### config.mk
export PLATFORM = sky130hd
export DESIGN_NAME = hra_ram
export DESIGN_NICKNAME = d
export VERILOG_FILES = /design/src/sv/hra_ram.sv
export SDC_FILE = /design/constraint.sdc
export NUM_CORES = 2
export LEC_CHECK = 0
export BUFFER_PORTS_ARGS = -buffer_cell sky130_fd_sc_hd__buf_4
export CAP_MARGIN = 20
export CORE_UTILIZATION = 45
export DETAILED_ROUTE_END_ITERATION = 6
export GPL_TIMING_DRIVEN = 0
export SYNTH_ARGS = -nofsm -noshare
export SYNTH_HDL_FRONTEND = slang
export SYNTH_SLANG_ARGS = --single-unit
### constraint.sdc
create_clock -name clk_i -period 6.35 [get_ports clk_i]
set_clock_uncertainty 0.15 [all_clocks]
set_input_delay 0.635 -clock clk_i [delete_from_list [all_inputs] [get_ports clk_i]]
set_output_delay 0.635 -clock clk_i [all_outputs]
set_load 0.005 [all_outputs]
### src/sv/hra_ram.sv
// Generic single-port-write, single-read synchronous RAM, registered read.
// No dependencies.
`default_nettype none
module hra_ram #(
  parameter int unsigned Width = 64,
  parameter int unsigned Depth = 64
) (
  input  wire logic                     clk_i,
  input  wire logic                     we_i,
  input  wire logic [$clog2(Depth)-1:0] waddr_i,
  input  wire logic [Width-1:0]         wdata_i,
  input  wire logic [$clog2(Depth)-1:0] raddr_i,
  output logic      [Width-1:0]         rdata_o
);
  logic [Width-1:0] mem_q [Depth];
  always_ff @(posedge clk_i) begin
    if (we_i) mem_q[waddr_i] <= wdata_i;
    rdata_o <= mem_q[raddr_i];
  end
endmodule
`default_nettype wire

Word-level counts from Yosys, hierarchy flattened:

Memory sizes are Yosys's and may differ from the RTL's. A register that Yosys moved wholly into a read port is not among the register bits.
Cells that the tools add are included.

* mux-type cells: 2

Operators by type and width (number)
* 1-bit two-way mux: 2

* RAM bits: 4096
* memories: 1
* bits in registers: 0
* logic and storage cells: 3
* input port bits: 78

Memory list
* mem_q: depth 64, width 64, read ports 1, clocked after Yosys merged registers in 1, wr ports 1, RTL line 15 `logic [Width-1:0] mem_q [Depth];`

Longest topological paths before layout:

* word-level depth: 2
* mapped depth: 9
* depth with buffers taken out: 5

Worst setup path before layout:

No wires, ideal clock.

* path kind: input-to-reg
* start: input waddr_i[3]
* end: memory mem_q[48][0], enable pin
* library setup time: 0.564 ns
* arrival: 5.507 ns
* path buffers: 1
* cell stages on the path: 4
* slack: 0.129 ns
* required time: 5.636 ns
* cell sequence: clkbuf_1 -> nor2b_1 -> nand4b_1 -> nor3_1

RTL lines
* from (decl): RTL line 10 `input wire logic [$clog2(Depth)-1:0] waddr_i,`
* to (decl): RTL line 15

No word-level cell before the write port.

==> flow_summary.yaml <==
floorplan:
  die_h_um: 591.4
  ioPinCount: 142
  die_x_um: 591.4
  die_area_um2: 349800
  rows: 216
  start_util_pct: 45.20
  core_um2: 345900
critical_path:
  critPathMaxFanout: 10
  cp-startpoint: "raddr_i[2]"
  cp.required_ns: 6.94
  reg2reg_depth: 5
  cp.arrival_ns: 4.83
  crit_type: "in2reg"
  crit_path_start_kind: "input port"
  worstReg2RegStart: "mem_q[61][38]"
  crit_path_end_kind: "flip-flop"
routing:
  wl_per_cell_um: 34.83
  detail-route-antenna-nets: 0
  vias: 75670
  drt_iter0_drc: 10570
  drt-pass1-iter-count: 5
  routed_wl_mm: 428.4
  drc: 0
  vias_per_cell: 6.153
cells_and_area:
  final_common_cell: "edfxtp_1"
  design_area_um2: 180800
  area_growth_pct: 15.63
  fill_cells: 26470
  drive_above_1_share_pct: 29.24
  fin_nets: 7444
  mostFrequentLayoutCells: "edfxtp_1 (4,096), mux4_2 (1,024), clkbuf_16 (414)"
placement:
  place_ws_ns: 1.321
  hpwl_mm: 284.4
  globalplace.congestion: 0.8222
  port_buffers: 133
  place_area_um2: 167700
timing:
  worstMarginPinSlew_ns: 1.197
  rsz0062_at_grt: "false"
  min_period_ns: 4.232
  min_period_over_period_pct: 66.64
  slew_viol_final: 0
  finalSetupTns_ns: 0
  finalSetupViolCount: 0
  hold_viol_final: 0
  fmax_mhz: 236.3
  setup_ws_ns: 2.119
  slew-limit-headroom_pct: 19.72
clock_tree:
  tritoncts: "done"
  cts-buffers-inserted: 410
  clk_latency_ns: 0.98
  post_cts_buffers: 0
  htreeDepth: 5
  clock_path_buffers: 4
  clk_pin_slew_ns: 0.06
  cts.sinks: 4160
  cts_root_buf: "clkbuf_16"
synth:
  ys_seq_area_share_pct: 79.49
  syn_area_um2: 156300
  synth_nets: 6676
  synth_area_per_cell_um2: 23.70
  syn-instance-count: 6598
  yosys_warnings: 0
  yosysUniqueCellTypes: 33
  ys_seq_elements: 4160
global_route:
  globalRoute.totalOverflow: 0
  grt_first_pass_wirelength_mm: 595.6
  grt_max_degree: 65
  grt_use_total_pct: 24.48
  grt_pass1_vias: 75910
  antenna_found_initial: 44
hold_path:
  hp-start: "wdata_i[3]"
  hold_class: "in2reg"
  whs_path_depth: 1
status:
  outcome: "completed"
flow_run:
  maxCapViolCount: 0
pwr:
  power_density_nw_per_um2: 316.7
  irDropWorstVdd_v: 0.0002268
  leakage_nw: 56.38
## synthesized netlist by cell type
library cell | count | share of area [%]
edfxtp_1 | 4096 | 79
mux4_2 | 1024 | 15
buf_2 | 170 | 0.54
a22oi_1 | 168 | 0.81
clkbuf_1 | 140 | 0.34
mux2i_1 | 135 | 0.86
nor2_1 | 112 | 0.27
a22o_1 | 88 | 0.49
o22ai_1 | 83 | 0.33
and3_1 | 64 | 0.26
dfxtp_1 | 64 | 0.82
a211oi_1 | 63 | 0.30
nand2_1 | 58 | 0.14
nand3_1 | 45 | 0.14
o221ai_1 | 38 | 0.21
buf_4 | 34 | 0.16
or3_1 | 29 | 0.12
nor2b_1 | 28 | 0.11
or2_2 | 28 | 0.11
a41oi_1 | 26 | 0.15
buf_1 | 20 | 0.048
a2bb2oi_1 | 19 | 0.11
inv_1 | 19 | 0.046
a31oi_1 | 18 | 0.072
nand2b_1 | 11 | 0.044
buf_6 | 6 | 0.043
and2_1 | 3 | 0.012
nand3b_1 | 2 | 0.0096
nand4_1 | 2 | 0.0080
nor3_1 | 2 | 0.0064
a31o_1 | 1 | 0.0056
nand4b_1 | 1 | 0.0056
or3b_2 | 1 | 0.0056
## report_power, final
| group | switching (W) | leakage (nW) | total [W] | internal [W] |
|---|---|---|---|---|
| clock | 0.0103 | 6.34 | 0.0238 | 0.0135 |
| sequential | 0.0000569 | 37.4 | 0.0305 | 0.0304 |
| combinational | 0.00198 | 12.7 | 0.00301 | 0.00104 |
| total | 0.0123 | 56.4 | 0.0573 | 0.0450 |
## path summary, 6_finish.rpt
kind / to / slack (ns)
max: rdata_o[7] / 2.12
max reg2reg: rdata_o[38] / 3.28
min reg2reg: rdata_o[46] / 0.76
min: mem_q[55][3] / 0.07
## cells by family (layout without fill, tap and decap cells)
logic type             count (synthesis)  in the layout  synth area share, %
other                                  0             15                    0
buffers and inverters                389           1497                1.180
and+or+nand+nor                      386            386                1.240
muxes                               1159           1159                15.61
DFF                                 4160           4160                79.49
AOI/OAI and AO/OA                    504            504                2.477
## critical path: stages
cell and delay [ns]:
buf_2 0.23, buf_4 0.29, buf_2 0.51, buf_2 0.72, buf_4 0.38, mux2i_1 0.11, o22ai_1 0.68, a31oi_1 0.32
a211oi_1 0.91
## through the flow
step | power (W) | util, % | hold slack (ns) | instances
after floorplan | 0.03246 | - | 0.5839 | 6598
final | 0.05725 | 52.26 | 0.06683 | 12300
after CTS | 0.05753 | 52.24 | 0.005176 | 12280
after global placement | 0.03394 | 47.14 | 0.7357 | 11310
after detailed placement | 0.03405 | 48.47 | 0.7614 | 11530
after global routing | 0.05865 | 52.25 | 0.07091 | 12290
## cell type report
| type | instances | area (um^2) | share of cell area [%] |
|---|---|---|---|
| Tap cell | 4578 | 5728 | 3.168 |
| Antenna cell | 15 | 37.54 | 0.02076 |
| Clock inverter | 229 | 2107 | 1.165 |
| Inverter | 19 | 71.32 | 0.03945 |
| Clock buffer | 523 | 10910 | 6.034 |
| Sequential cell | 4160 | 124300 | 68.74 |
| Multi-Input combinational cell | 2049 | 30700 | 16.98 |
| Buffer | 370 | 1783 | 0.9862 |
| Timing Repair Buffer | 356 | 5169 | 2.859 |
## sequential cells by signal (all words and copies together), names as in the netlist
| signal | cells |
|---|---|
| mem_q | 4096 |
| rdata_o | 64 |
## routing by layer
| metal | routed length [um] | track usage [%] | vias to the layer above | share of wire (%) |
|---|---|---|---|---|
| li1 | - | - | 30090 | - |
| met1 | 170300 | 34.30 | 41130 | 40 |
| met2 | 205700 | 39.26 | 3786 | 48 |
| met3 | 38220 | 4.562 | 652 | 8.9 |
| met4 | 14100 | 7.619 | 10 | 3.3 |
| met5 | 63 | 0 | - | 0.015 |
## timing repair
action                    in CTS  in global routing
gates resized for setup        0                  0
hold endpoints to repair       6                  0
hold buffers                   1                  0
(Power assumes the default switching activity.)
